File: src/design/assert_macros.svh
// Assertion macros for the line editor ring buffer RTL, included by lerb_ctrl.
// Both macros expect signals named clk and rst in the enclosing module.
`ifndef ASSERT_MACROS_SVH
`define ASSERT_MACROS_SVH

// Implication within the same cycle, checked outside reset.
`define LERB_ASSERT(lbl, pre, post, msg) \
  lbl: assert property (@(posedge clk) disable iff (rst) (pre) |-> (post)) else $error(msg);

// Implication into the following cycle, checked outside reset.
`define LERB_ASSERT_NEXT(lbl, pre, post, msg) \
  lbl: assert property (@(posedge clk) disable iff (rst) (pre) |=> (post)) else $error(msg);

`endif

File: src/design/lerb_pkg.sv
// Shared types and codes for the line editor ring buffer.
// Used by lerb_store, lerb_ctrl and line_editor_ring_buffer_core; depends on nothing.
package lerb_pkg;

  localparam int ADDR_W = 16;

  localparam logic [3:0] KIND_CHAR      = 4'd0;
  localparam logic [3:0] KIND_ENTER     = 4'd1;
  localparam logic [3:0] KIND_LEFT      = 4'd2;
  localparam logic [3:0] KIND_RIGHT     = 4'd3;
  localparam logic [3:0] KIND_HOME      = 4'd4;
  localparam logic [3:0] KIND_END       = 4'd5;
  localparam logic [3:0] KIND_DELETE    = 4'd6;
  localparam logic [3:0] KIND_BACKSPACE = 4'd7;
  localparam logic [3:0] KIND_OTHER     = 4'd8;
  localparam logic [3:0] KIND_READ      = 4'd9;

  localparam logic [2:0] STAT_NONE    = 3'd0;
  localparam logic [2:0] STAT_EDIT    = 3'd1;
  localparam logic [2:0] STAT_LINE    = 3'd2;
  localparam logic [2:0] STAT_PASSED  = 3'd3;
  localparam logic [2:0] STAT_READ    = 3'd4;

  localparam logic CFG_INPUT_ENABLED = 1'b0;
  localparam logic CFG_EDITING_ON    = 1'b1;

  localparam logic [7:0] CHAR_NUL = 8'h00;
  localparam logic [7:0] CHAR_LF  = 8'h0A;
  localparam logic [7:0] CHAR_CR  = 8'h0D;

  typedef struct packed {
    logic [3:0]  kind;
    logic [7:0]  key_value;
    logic [10:0] read_offset;
    logic        flush_line;
  } in_item_t;

  typedef struct packed {
    logic [2:0]  status;
    logic [7:0]  passed_key;
    logic [7:0]  read_char;
    logic [10:0] line_length;
    logic [10:0] cursor_back;
    logic [10:0] line_start;
  } out_item_t;

  typedef struct packed {
    logic              input_enabled;
    logic              editing_on;
  } cfg_t;

  typedef struct packed {
    logic              we;
    logic [ADDR_W-1:0] waddr;
    logic [7:0]        wdata;
    logic              re;
    logic [ADDR_W-1:0] raddr;
  } mem_req_t;

  typedef enum logic [2:0] {
    ST_IDLE,
    ST_EXEC,
    ST_MOVE,
    ST_TAIL1,
    ST_TAIL2,
    ST_REDUCE,
    ST_RWAIT,
    ST_DONE
  } lerb_state_t;

endpackage

File: src/design/lerb_ctrl.sv
// Sequencer for the line editor: pointers, cursor, character moves and the result register.
// Depends on lerb_pkg and assert_macros.svh; drives the lerb_store request port.
`include "assert_macros.svh"

module lerb_ctrl #(
  parameter int RING_DEPTH = 2048
) (
  input  logic                clk,
  input  logic                rst,
  input  lerb_pkg::cfg_t      cfg,
  input  logic                item_valid,
  output logic                item_stall,
  input  lerb_pkg::in_item_t  item,
  output logic                result_valid,
  input  logic                result_stall,
  output lerb_pkg::out_item_t result,
  output lerb_pkg::mem_req_t  mem_req,
  input  logic [7:0]          rdata
);
  import lerb_pkg::*;

  localparam int PW = $clog2(RING_DEPTH);
  localparam int SW = ((PW > 11) ? PW : 11) + 1;
  localparam logic [PW-1:0] LAST    = PW'(RING_DEPTH - 1);
  localparam logic [PW:0]   DEPTH_X = (PW + 1)'(RING_DEPTH);
  localparam logic [SW-1:0] DEPTH_S = SW'(RING_DEPTH);

  function automatic logic [PW-1:0] r_inc(input logic [PW-1:0] a);
    return (a == LAST) ? '0 : a + 1'b1;
  endfunction

  function automatic logic [PW-1:0] r_dec(input logic [PW-1:0] a);
    return (a == '0) ? LAST : a - 1'b1;
  endfunction

  function automatic logic [PW-1:0] r_sub(input logic [PW-1:0] a, input logic [PW-1:0] b);
    logic [PW:0] t;
    if (a >= b) begin
      t = {1'b0, a} - {1'b0, b};
    end else begin
      t = {1'b0, a} + DEPTH_X - {1'b0, b};
    end
    return t[PW-1:0];
  endfunction

  function automatic logic [10:0] low11(input logic [PW-1:0] a);
    logic [31:0] w;
    w = 32'(a);
    return w[10:0];
  endfunction

  lerb_state_t   state, state_next;
  logic [PW-1:0] end_ptr, begin_ptr, prev_ptr, cursor_dist;
  in_item_t      item_r;
  logic [2:0]    res_status;
  logic [7:0]    res_passed, res_rd, ins_char;
  logic [PW-1:0] mv_dst, mv_cnt, pend_dst;
  logic          mv_ins, pend, set_begin;
  logic [SW-1:0] rsum;

  logic [PW-1:0] cur_len, back_eff, mv_src, del_pos, bs_pos;
  logic          ring_full, enter_full;
  logic [3:0]    kind_e;

  lerb_state_t   ex_next;
  logic [2:0]    ex_status;
  logic [7:0]    ex_passed, ex_ins_char;
  logic [PW-1:0] ex_end, ex_begin, ex_prev, ex_cursor, ex_mv_dst, ex_mv_cnt;
  logic          ex_mv_ins, ex_set_begin, ex_clear_we;

  assign cur_len    = r_sub(end_ptr, begin_ptr);
  assign ring_full  = (r_inc(r_inc(end_ptr)) == prev_ptr);
  assign enter_full = (r_inc(r_inc(end_ptr)) == begin_ptr);
  assign back_eff  = cfg.editing_on ? ((cursor_dist > cur_len) ? cur_len : cursor_dist) : '0;
  assign mv_src    = mv_ins ? r_dec(mv_dst) : r_inc(mv_dst);
  assign del_pos   = r_sub(end_ptr, cursor_dist);
  assign bs_pos    = r_sub(end_ptr, cursor_dist + 1'b1);
  assign kind_e    = ((item_r.kind == KIND_CHAR) &&
                      ((item_r.key_value == CHAR_LF) || (item_r.key_value == CHAR_CR)))
                     ? KIND_ENTER : item_r.kind;

  always_comb begin
    ex_next      = ST_DONE;
    ex_status    = STAT_NONE;
    ex_passed    = '0;
    ex_ins_char  = item_r.key_value;
    ex_end       = end_ptr;
    ex_begin     = begin_ptr;
    ex_prev      = prev_ptr;
    ex_cursor    = cursor_dist;
    ex_mv_dst    = end_ptr;
    ex_mv_cnt    = '0;
    ex_mv_ins    = 1'b1;
    ex_set_begin = 1'b0;
    ex_clear_we  = 1'b0;
    if (item_r.kind == KIND_READ) begin
      if (item_r.flush_line) begin
        ex_end      = begin_ptr;
        ex_cursor   = '0;
        ex_clear_we = 1'b1;
        ex_status   = STAT_EDIT;
      end else begin
        ex_next   = ST_REDUCE;
        ex_status = STAT_READ;
      end
    end else if ((item_r.kind <= KIND_OTHER) && cfg.input_enabled) begin
      if (kind_e == KIND_CHAR) begin
        if ((item_r.key_value != CHAR_NUL) && !ring_full) begin
          ex_status = STAT_EDIT;
          ex_mv_cnt = back_eff;
          ex_next   = ST_MOVE;
        end
      end else if (kind_e == KIND_ENTER) begin
        ex_prev   = begin_ptr;
        ex_cursor = '0;
        ex_status = STAT_LINE;
        if (enter_full) begin
          ex_begin = end_ptr;
        end else begin
          ex_ins_char  = CHAR_NUL;
          ex_set_begin = 1'b1;
          ex_next      = ST_MOVE;
        end
      end else if (!cfg.editing_on || (kind_e == KIND_OTHER)) begin
        ex_passed = item_r.key_value;
        ex_status = STAT_PASSED;
      end else begin
        case (kind_e)
          KIND_LEFT: begin
            if (cursor_dist < cur_len) begin
              ex_cursor = cursor_dist + 1'b1;
            end
            ex_status = STAT_EDIT;
          end
          KIND_RIGHT: begin
            if (cursor_dist != '0) begin
              ex_cursor = cursor_dist - 1'b1;
            end
            ex_status = STAT_EDIT;
          end
          KIND_HOME: begin
            ex_cursor = cur_len;
            ex_status = STAT_EDIT;
          end
          KIND_END: begin
            ex_cursor = '0;
            ex_status = STAT_EDIT;
          end
          KIND_DELETE: begin
            if ((cursor_dist != '0) && (cursor_dist <= cur_len)) begin
              ex_cursor = cursor_dist - 1'b1;
              ex_end    = r_dec(end_ptr);
              ex_mv_dst = del_pos;
              ex_mv_cnt = r_sub(r_dec(end_ptr), del_pos);
              ex_mv_ins = 1'b0;
              ex_next   = ST_MOVE;
              ex_status = STAT_EDIT;
            end
          end
          KIND_BACKSPACE: begin
            if (cursor_dist < cur_len) begin
              ex_end    = r_dec(end_ptr);
              ex_mv_dst = bs_pos;
              ex_mv_cnt = r_sub(r_dec(end_ptr), bs_pos);
              ex_mv_ins = 1'b0;
              ex_next   = ST_MOVE;
              ex_status = STAT_EDIT;
            end
          end
          default: begin
          end
        endcase
      end
    end
  end

  always_comb begin
    state_next = state;
    case (state)
      ST_IDLE: begin
        if (item_valid) begin
          state_next = ST_EXEC;
        end
      end
      ST_EXEC: begin
        state_next = ex_next;
      end
      ST_MOVE: begin
        if (mv_cnt == '0) begin
          state_next = ST_TAIL1;
        end
      end
      ST_TAIL1: begin
        state_next = mv_ins ? ST_TAIL2 : ST_DONE;
      end
      ST_TAIL2: begin
        state_next = ST_DONE;
      end
      ST_REDUCE: begin
        if (rsum < DEPTH_S) begin
          state_next = ST_RWAIT;
        end
      end
      ST_RWAIT: begin
        state_next = ST_DONE;
      end
      ST_DONE: begin
        if (!result_valid || !result_stall) begin
          state_next = ST_IDLE;
        end
      end
      default: begin
        state_next = ST_IDLE;
      end
    endcase
  end

  always_comb begin
    item_stall = (state != ST_IDLE);
    mem_req    = '0;
    case (state)
      ST_EXEC: begin
        mem_req.we    = ex_clear_we;
        mem_req.waddr = ADDR_W'(begin_ptr);
        mem_req.wdata = CHAR_NUL;
      end
      ST_MOVE: begin
        mem_req.we    = pend;
        mem_req.waddr = ADDR_W'(pend_dst);
        mem_req.wdata = rdata;
        mem_req.re    = (mv_cnt != '0);
        mem_req.raddr = ADDR_W'(mv_src);
      end
      ST_TAIL1: begin
        mem_req.we    = 1'b1;
        mem_req.waddr = ADDR_W'(mv_dst);
        mem_req.wdata = mv_ins ? ins_char : CHAR_NUL;
      end
      ST_TAIL2: begin
        mem_req.we    = 1'b1;
        mem_req.waddr = ADDR_W'(r_inc(end_ptr));
        mem_req.wdata = CHAR_NUL;
      end
      ST_REDUCE: begin
        mem_req.re    = (rsum < DEPTH_S);
        mem_req.raddr = ADDR_W'(rsum[PW-1:0]);
      end
      default: begin
      end
    endcase
  end

  always_ff @(posedge clk) begin
    if (rst) begin
      state        <= ST_IDLE;
      end_ptr      <= '0;
      begin_ptr    <= '0;
      prev_ptr     <= '0;
      cursor_dist  <= '0;
      pend         <= 1'b0;
      result_valid <= 1'b0;
    end else begin
      state <= state_next;
      if ((state == ST_IDLE) && item_valid) begin
        item_r <= item;
      end
      if (state == ST_EXEC) begin
        end_ptr     <= ex_end;
        begin_ptr   <= ex_begin;
        prev_ptr    <= ex_prev;
        cursor_dist <= ex_cursor;
        res_status  <= ex_status;
        res_passed  <= ex_passed;
        res_rd      <= '0;
        ins_char    <= ex_ins_char;
        mv_dst      <= ex_mv_dst;
        mv_cnt      <= ex_mv_cnt;
        mv_ins      <= ex_mv_ins;
        set_begin   <= ex_set_begin;
        pend        <= 1'b0;
        rsum        <= SW'(prev_ptr) + SW'(item_r.read_offset);
      end
      if (state == ST_MOVE) begin
        if (mv_cnt != '0) begin
          pend     <= 1'b1;
          pend_dst <= mv_dst;
          mv_dst   <= mv_src;
          mv_cnt   <= mv_cnt - 1'b1;
        end else begin
          pend <= 1'b0;
        end
      end
      if (state == ST_TAIL2) begin
        end_ptr <= r_inc(end_ptr);
        if (set_begin) begin
          begin_ptr <= r_inc(end_ptr);
        end
      end
      if ((state == ST_REDUCE) && (rsum >= DEPTH_S)) begin
        rsum <= rsum - DEPTH_S;
      end
      if (state == ST_RWAIT) begin
        res_rd <= rdata;
      end
      if ((state == ST_DONE) && (!result_valid || !result_stall)) begin
        result_valid       <= 1'b1;
        result.status      <= res_status;
        result.passed_key  <= res_passed;
        result.read_char   <= res_rd;
        result.line_length <= low11(cur_len);
        result.cursor_back <= low11(cursor_dist);
        result.line_start  <= low11(prev_ptr);
      end else if (result_valid && !result_stall) begin
        result_valid <= 1'b0;
      end
    end
  end

  `LERB_ASSERT(a_cursor_in_line, state == ST_IDLE, cursor_dist <= cur_len, "cursor beyond line end")
  `LERB_ASSERT(a_no_rw_clash, mem_req.we && mem_req.re, mem_req.waddr != mem_req.raddr, "read and write hit one entry")
  `LERB_ASSERT_NEXT(a_accept_exec, item_valid && !item_stall, state == ST_EXEC, "accepted beat not executed")
  `LERB_ASSERT_NEXT(a_move_drain, (state == ST_MOVE) && (mv_cnt == '0), (state == ST_TAIL1) && !pend, "move did not drain")

endmodule

File: config.mk
export PLATFORM = sky130hd
export DESIGN_NAME = lerb_ctrl
export DESIGN_NICKNAME = d
export VERILOG_FILES = /design/src/design/lerb_pkg.sv /design/src/design/lerb_ctrl.sv
export VERILOG_INCLUDE_DIRS = /design/src /design/src/design
export SDC_FILE = /design/constraint.sdc
export NUM_CORES = 1
export LEC_CHECK = 0
export ABC_AREA = 1
export BUFFER_PORTS_ARGS = -buffer_cell sky130_fd_sc_hd__buf_2
export CAP_MARGIN = 20
export CORE_ASPECT_RATIO = 1.2
export CORE_MARGIN = 3
export CORE_UTILIZATION = 50
export CTS_CLUSTER_SIZE = 40
export DETAILED_ROUTE_END_ITERATION = 6
export GPL_TIMING_DRIVEN = 0
export HOLD_SLACK_MARGIN = 0.12
export PLACE_DENSITY_LB_ADDON = 0.3
export SETUP_SLACK_MARGIN = 0.3
export SLEW_MARGIN = 30
export SYNTH_ARGS = -nofsm -noshare
export SYNTH_HDL_FRONTEND = slang
export SYNTH_SLANG_ARGS = --single-unit
File: constraint.sdc
create_clock -name clk -period 8.2 [get_ports clk]
set_clock_uncertainty 0.15 [all_clocks]
set_input_delay 2.46 -clock clk [delete_from_list [all_inputs] [get_ports clk]]
set_output_delay 2.46 -clock clk [all_outputs]
set_load 0.02 [all_outputs]
==> results.ini, run 1 <==
[floorplan]
die_y_microns=189
initial_core_util_pct=51.3
pin_count=134
num_rows=66
die_x_microns=159
die_area_sq_um=30100
core_area_sq_um=27300

[yosys]
synth_top_area_share_pct=32.1
avgSynthCellArea_sq_um=7.70
ys_types=58
synth_flop_cell=edfxtp_1
async_flop_share_pct=0
yosysTopAreaCell=edfxtp_1
synth_area_leaders=edfxtp_1 (32%), nand2_1 (10%), ha_1 (7.2%)
synth-edff-count=150
yosysMostFrequentCell=nand2_1
ys_ff_latch=199
synth_common_cells=nand2_1 (372), inv_1 (227), nor2_1 (181), a21oi_1 (160), edfxtp_1 (150)
syn_area_sq_um=14000
ys_seq_area_share_pct=39.1
synthCells=1821
ys_warn_count=0

[final_layout]
fillers=2522
regMostFlops=result
drive_gt1_share_pct=12.1
multi_input_area_sq_um=7370
largest_reg_flops=52
fin_area_sq_um=15800
top_regs=result (52), item_r (24), rsum (12)
syn2layout_area_growth_pct=12.7
regArea_sq_um=5490
fin_nets=2106

[critical_path]
startpoint_type=flop
cp.arrival_ps=3530
regToRegStartpoint=begin_ptr[2]$_SDFF_PP0_
critPathKind=flop to primary output
cp_data_required_time_ps=5590
r2r-end=mv_dst[5]$_DFFE_PN_
cp_max_fo=10
cp-end-kind=primary output
ff2ff_path_depth=25
rrSetupSlack_ps=2490

[clock_tree]
cts.repair.resized=0
cts.sinks=199
cts-root-buf=clkbuf_16
ctsHoldBuffers=0
worstSkewPairLatency_ps=460
clkTransAtPathRegs_ps=90
ctsLongestPathBuffers=2
h-tree-depth=4
cts-buffers-inserted=17
postCtsSetupBuffers=0
cts_tree=done

[sta]
post-route-period-util_pct=74.9
period_minus_slack_ps=6140
relSlewSlack_pct=34.9
worstMarginPinSlew_ps=977
setup_viol=0
rsz0062_at_grt=false
slew_violations=0
fmaxAchievable_mhz=163
hold_viol=0

[worst_hold_path]
min_to=result[46]$_DFFE_PP_
hp-start=res_passed[5]$_SDFFCE_PP0P_
hold_depth=0
hold_path.class=flop to flop

[pwr]
power_leakage_nw=7.00
ir_drop_mv=0.255
powerDensity_nw_per_um2=439
finalPower_mw=6.94

[drt]
first_pass_iters=6
post_drt_wl_per_cell_microns=20.1
viasPerCell=5.72
drt_wl_total_microns=47600
ant_nets=0
via_count=13500
drcViolationCount=0
drt-initial-drc-count=1320

[placement]
port_buffers=123
gp_congestion=1.01
post-dp-hpwl_microns=37400
placed_area_sq_um=15200

[global_route]
grt_use_total_pct=31.2
grt_max_degree=32
grt_pass1_vias=12900
gr-total-overflow=0
grt_pass1_wl_microns=72600
antenna_found_initial=0

[status]
status=finished, final reports clean

[run]
drv_cap=0

layout by cell type, fill, tap and decap left out, types with 4 or more instances in the layout:
cell	instances
a22oi_1	8
nand3_2	6
edfxtp_1	150
a221oi_1	8
nand2_2	5
o2111ai_1	6
ha_1	81
xor2_1	53
a211oi_1	9
buf_2	126
buf_4	22
o31ai_1	4
nor3_1	32
inv_6	4
xnor2_1	14
clkbuf_16	17
o21ai_0	131
inv_1	227
o221ai_1	4
o21ai_1	21
inv_2	9
a22o_1	7
nor4_1	5
a31oi_1	15
or2_2	11
nand3_1	90
clkbuf_1	38
fa_1	6
conb_1	10
a21oi_1	160
dfxtp_1	49
nand4_1	19
o22ai_1	23
nand2_1	372
clkinv_1	5
nor2_2	12
nor2_4	4
nor2_1	178
o21bai_1	4
o211ai_1	13
stage by stage:
step / utilization, % / hold slack [ps] / setup WS (ps) / TNS [ps] / std cells
2_1_floorplan: - / 250 / 1270 / 0 / 1830
3_3_place_gp: 55.4 / 251 / -713 / -36610 / 2327
3_5_place_dp: 55.7 / 255 / 2600 / 0 / 2335
4_1_cts: 57.8 / 269 / 2100 / 0 / 2367
5_1_grt: 57.8 / 273 / 1810 / 0 / 2368
6_report: 57.8 / 271 / 2060 / 0 / 2369
metal layers:
layer | share of wire (%) | track usage [%]
met1 | 41 | 39.1
met2 | 47 | 52.9
met3 | 7.6 | 5.12
met4 | 4.6 | 14.9
met5 | 0 | 0
report_power, final:
group	switching, mW	internal (mW)
sequential	0.174	1.33
clock	0.439	0.403
combinational	3.09	1.51
total	3.70	3.24
worst max path at each step:
stage	slack, ps	to	start
after CTS	2100	mem_req[16]	mv_cnt[0]$_DFFE_PN_
after detailed placement	2600	mem_req[21]	rdata[4]
after global routing	1810	mem_req[16]	mv_cnt[0]$_DFFE_PN_
after global placement	-710	result[20]$_DFFE_PP_	rst
after floorplan	1270	result[0]$_DFFE_PP_	rst
final	2060	mem_req[16]	mv_cnt[0]$_DFFE_PN_
worst max-delay path: stages (launching register included):
cell	delay [ps]
edfxtp_1	420
inv_1	100
ha_1	190
nand2_1	70
nor2_1	120
nand2_1	90
nor2_1	90
inv_1	60
nor2_1	80
inv_1	70
nor3_1	200
nand2_1	120
o21ai_1	590
clkbuf_1	520
o31ai_1	150
buf_2	190
cell type report:
class	count	area share [%]
antenna	1	0.0158
multi-input combinational	1331	46.6
clock buffer	18	2.72
timing repair buffer	132	4.42
clock inverter	14	0.871
inverter	241	5.72
buffer	59	1.96
sequential	199	34.7
tap	374	2.96
cells by family after synthesis:
| logic type | synth area share [%] |
|---|---|
| XOR/XNOR | 4.30 |
| other | 0.0267 |
| AO/OA/AOI/OAI | 17.2 |
| AND/OR/NAND/NOR | 22.6 |
| flip-flops | 39.1 |
| adder cells (fa/ha/maj) | 8.09 |
| buffers and inverters | 8.66 |
Power figures use the tool's default switching activity.
==> run 2, diff against run 1 <==
- clock period: 8.2 -> 5 ns (I/O delays scaled with it)
==> run 2 against run 1 <==
Against the previous run: clock power rose by 78%; total power rose by 72%; critical path depth rose by 7; via count rose by 2.1%; register-to-register slack got worse by 2000 ps; critical path type is now flop to flop; highest routed layer unchanged.
==> results.ini, run 2 (synthesis results as in run 1) <==
[clock_tree]
h-tree-depth=4
cts-root-buf=clkbuf_16
cts.sinks=199
clkTransAtPathRegs_ps=80
cts-buffers-inserted=17
worstSkewPairLatency_ps=450
cts_tree=done
ctsLongestPathBuffers=2

[floorplan]
pin_count=134
num_rows=66
die_x_microns=159
die_area_sq_um=30100
die_y_microns=189
core_area_sq_um=27300
initial_core_util_pct=51.3

[critical_path]
critPathKind=flop to flop
cp_common_cell=nand2_1
cp_top_family=compound AO/OA/AOI/OAI gates
regToRegStartpoint=begin_ptr[2]$_SDFF_PP0_
cp_data_required_time_ps=5150
slowest_stage=dfxtp_2
startpoint_type=flop
critPathMaxStageDelay_ps=370
cp-end-kind=flop
r2r-end=mv_dst[1]$_DFFE_PN_
worstSetupPathDepth=22
path_buf_inv=4
cp.arrival_ps=4700
crit_chain=inv_2 > ha_2 > a21o_1 > a31oi_2 > o21ai_2 > xor2_2 > ha_1 > nand2_1 > o21ai_0 > a21oi_1 > nand2_1 > nand2_1 > inv_1 > nor2_1 > nand2_1 > clkbuf_4 > buf_4 > o22ai_1 > nand2_1 > o21ai_0 > nand2_1 > a22oi_1
cp_max_fo=10
rrSetupSlack_ps=440
ff2ff_path_depth=22

[final_layout]
fillers=2481
top_regs=result (52), item_r (24), rsum (12)
final_common_cell=nand2_1
fin_area_sq_um=16300
drive_gt1_share_pct=16.1
antenna_cells=0
syn2layout_area_growth_pct=16.6
mostFrequentLayoutCells=nand2_1 (369), inv_1 (220), nor2_1 (175), a21oi_1 (157), edfxtp_1 (150)
multi_input_area_sq_um=7660
regMostFlops=result
largest_reg_flops=52
fin_nets=2121
regArea_sq_um=5520

[placement]
port_buffers=123
gp_congestion=1.02
post-dp-hpwl_microns=36100
placed_area_sq_um=15200

[drt]
drt-initial-drc-count=1326
ant_nets=0
viasPerCell=5.80
first_pass_iters=6
via_count=13800
post_drt_wl_per_cell_microns=19.8
drt_wl_total_microns=47100
drcViolationCount=0

[sta]
hold_viol=0
post-route-period-util_pct=91.2
fmaxAchievable_mhz=219
setup_viol=0
slew_violations=0
period_minus_slack_ps=4560
relSlewSlack_pct=31.6
worstMarginPinSlew_ps=1030
rsz0062_at_grt=true

[global_route]
grt_use_total_pct=30.6
grt_max_degree=32
grt_pass1_vias=13100
gr-total-overflow=0
grt_pass1_wl_microns=71400
antenna_found_initial=1

[worst_hold_path]
hold_depth=0
min_to=result[48]$_DFFE_PP_
hold_path.class=flop to flop
hp-start=res_passed[7]$_SDFFCE_PP0P_

[pwr]
finalPower_mw=11.9
powerDensity_nw_per_um2=731
ir_drop_mv=0.331
power_leakage_nw=7.18

[status]
status=finished, final reports clean

[run]
drv_cap=0

-- run 2: area by class of cell --
| class | instances | share of cell area (%) |
|---|---|---|
| well taps | 374 | 2.86 |
| plain buffers | 59 | 1.98 |
| clock buffers | 18 | 2.63 |
| inverters | 241 | 5.64 |
| flip-flops and latches | 199 | 33.8 |
| repair buffers | 147 | 5.03 |
| multi-input cells | 1331 | 46.9 |
| clock inverters | 14 | 1.22 |
-- run 2: metrics by stage --
stage	setup slack (ps)	utilization, %	cells	TNS (ps)	hold WS (ps)
after floorplan	618	-	1830	0	250
after global placement	-719	55.4	2327	-39680	250
after detailed placement	-490	55.7	2332	-3220	255
after CTS	287	58.6	2368	0	272
after global routing	150	59.8	2383	0	276
final	442	59.8	2383	0	271
-- run 2: routing by layer --
metal	share of wire [%]	vias to the layer above	global-route usage, %
met4	6.3	0	18.3
met3	7.7	177	4.92
met1	40	6412	38.1
li1	-	6540	-
met2	46	704	50.2
met5	0	-	0
-- run 2: worst max path at each step --
| stage | from | endpoint | slack (ps) |
|---|---|---|---|
| 6_report | begin_ptr[2]$_SDFF_PP0_ | mv_dst[1]$_DFFE_PN_ | 440 |
| 5_1_grt | cursor_dist[0]$_SDFFE_PP0P_ | mv_cnt[10]$_DFFE_PN_ | 150 |
| 4_1_cts | state[2]$_SDFFE_PP0P_ | mem_req[32] | 290 |
| 3_5_place_dp | begin_ptr[2]$_SDFF_PP0_ | mv_dst[2]$_DFFE_PN_ | -490 |
| 3_3_place_gp | rst | result[19]$_DFFE_PP_ | -720 |
| 2_1_floorplan | rst | result[0]$_DFFE_PP_ | 620 |
-- run 2: where the power goes --
| part | internal, mW | switching [mW] |
|---|---|---|
| Sequential | 2.18 | 0.295 |
| Clock | 0.773 | 0.722 |
| Combinational | 2.76 | 5.22 |
-- run 2: repair_timing --
item / 4_1_cts / 5_1_grt
hold endpoints to repair: 0 / 0
gates resized for setup: 36 / 61
hold buffers: 0 / 0
buffers inserted: 4 / 15
setup endpoints to repair: 53 / 63
pin swaps: 1 / 6
==> run 3, diff against run 2 <==
- clock period: 5 -> 5.4 ns (I/O delays scaled with it)
==> run 3 against run 2 <==
Against the previous run: sequential share of layout area rose by 0.53 points; die area unchanged; via count is 1.2% lower; clock power is 7% lower; cell area is 2.0% lower; final cell count fell by 0.59%; worst hold slack hardly changed; first-iteration DRC count rose by 11%; global-route usage fell by 0.19 points; setup slack better by 31 ps.
==> results.ini, run 3 (synthesis results as in run 1) <==
[drt]
drcViolationCount=0
drt_wl_total_microns=46600
drt-initial-drc-count=1469
first_pass_iters=7
via_count=13700
post_drt_wl_per_cell_microns=19.7
ant_nets=0
viasPerCell=5.77

[floorplan]
die_area_sq_um=30100
die_y_microns=189
pin_count=134
core_area_sq_um=27300
initial_core_util_pct=51.3
die_x_microns=159
num_rows=66

[final_layout]
mostFrequentLayoutCells=nand2_1 (370), inv_1 (224), nor2_1 (176), a21oi_1 (160), edfxtp_1 (150)
drive_gt1_share_pct=13.5
fin_nets=2107
antenna_cells=0
regMostFlops=result
fin_area_sq_um=16000
syn2layout_area_growth_pct=14.3
top_regs=result (52), item_r (24), rsum (12)
final_common_cell=nand2_1
largest_reg_flops=52

[pwr]
ir_drop_mv=0.309
finalPower_mw=10.8
power_leakage_nw=7.05
powerDensity_nw_per_um2=672

[critical_path]
cp_data_required_time_ps=3630
cp-end-kind=primary output
rrSetupSlack_ps=580
setup.worst_path.start=state[2]$_SDFFE_PP0P_
startpoint_type=flop
cp_common_cell=clkbuf_1
path_buf_inv=5
critPathKind=flop to primary output
slowest_stage=o21ai_0
critPathMaxStageDelay_ps=540
crit_chain=clkbuf_1 > inv_1 > nor2_1 > clkinv_1 > clkbuf_1 > o21ai_0 > buf_2
cp_max_fo=10
cp.arrival_ps=3160
cp_top_family=buffers and inverters
regToRegStartpoint=begin_ptr[0]$_SDFF_PP0_

[clock_tree]
worstSkewPairLatency_ps=460
cts-root-buf=clkbuf_16
h-tree-depth=4
ctsLongestPathBuffers=2
ctsHoldBuffers=0
cts-buffers-inserted=17
clkTransAtPathRegs_ps=90
cts.sinks=199
cts_tree=done

[placement]
port_buffers=123
placed_area_sq_um=15200
gp_congestion=1.02
post-dp-hpwl_microns=36100

[global_route]
grt_pass1_wl_microns=71000
gr-total-overflow=0
grt_pass1_vias=13100
grt_use_total_pct=30.4
grt_max_degree=32
antenna_found_initial=1

[worst_hold_path]
hold_path.class=flop to flop
hp-start=res_passed[7]$_SDFFCE_PP0P_

[sta]
fmaxAchievable_mhz=203
period_minus_slack_ps=4930
hold_ws_ps=271
post-route-period-util_pct=91.3
worstMarginPinSlew_ps=1010
setup_tns_ps=0
rsz0062_at_grt=true
setup_viol=0
slew_violations=0
relSlewSlack_pct=32.7
hold_viol=0

[status]
status=finished, final reports clean

[run]
drv_cap=0

-- run 3: cell count changes in the layout (fill, tap and decap cells not counted), sizes merged --
cell,before,now
buf,168,155
clkbuf,55,54
clkinv,8,11
clkinvlp,4,1
-- run 3: final timing paths --
kind / cells past startpoint / end
max: 7 / mem_req[32]
min: 0 / result[48]$_DFFE_PP_
max reg2reg: 23 / mv_dst[4]$_DFFE_PN_
min reg2reg: 0 / result[48]$_DFFE_PP_
-- run 3: routing by layer --
| layer | share of wire [%] | GRT usage (%) |
|---|---|---|
| met1 | 40 | 37.6 |
| met2 | 46 | 49.7 |
| met3 | 7.8 | 5.27 |
| met4 | 6.5 | 18.7 |
| met5 | 0 | 0 |
-- run 3: area by class of cell --
| type | count | area (sq um) |
|---|---|---|
| buffer | 59 | 314 |
| clock inverter | 14 | 200 |
| fill | 2520 | 11300 |
| sequential | 199 | 5490 |
| multi-input combinational | 1331 | 7490 |
| timing repair buffer | 133 | 717 |
| tap | 374 | 468 |
| clock buffer | 18 | 429 |
| inverter | 241 | 913 |
-- run 3: repair_timing --
action | in CTS | in global routing
hold endpoints to repair | 0 | 0
setup buffers | 0 | 5
setup endpoints to repair | 16 | 43
pin swaps | 0 | 1
resized for setup | 4 | 36
-- run 3: stage by stage --
| stage | utilization (%) | setup WS, ps | cells |
|---|---|---|---|
| 2_1_floorplan | - | 898 | 1830 |
| 3_3_place_gp | 55.4 | -439 | 2327 |
| 3_5_place_dp | 55.7 | -89.8 | 2332 |
| 4_1_cts | 58.1 | 299 | 2364 |
| 5_1_grt | 58.6 | 252 | 2369 |
| 6_report | 58.6 | 472 | 2369 |
-- run 3: power breakdown --
part | switching [mW] | leakage (nW) | total [mW] | internal [mW]
clock | 0.672 | 0.305 | 1.39 | 0.716
sequential | 0.269 | 1.79 | 2.29 | 2.02
combinational | 4.71 | 4.95 | 7.09 | 2.39
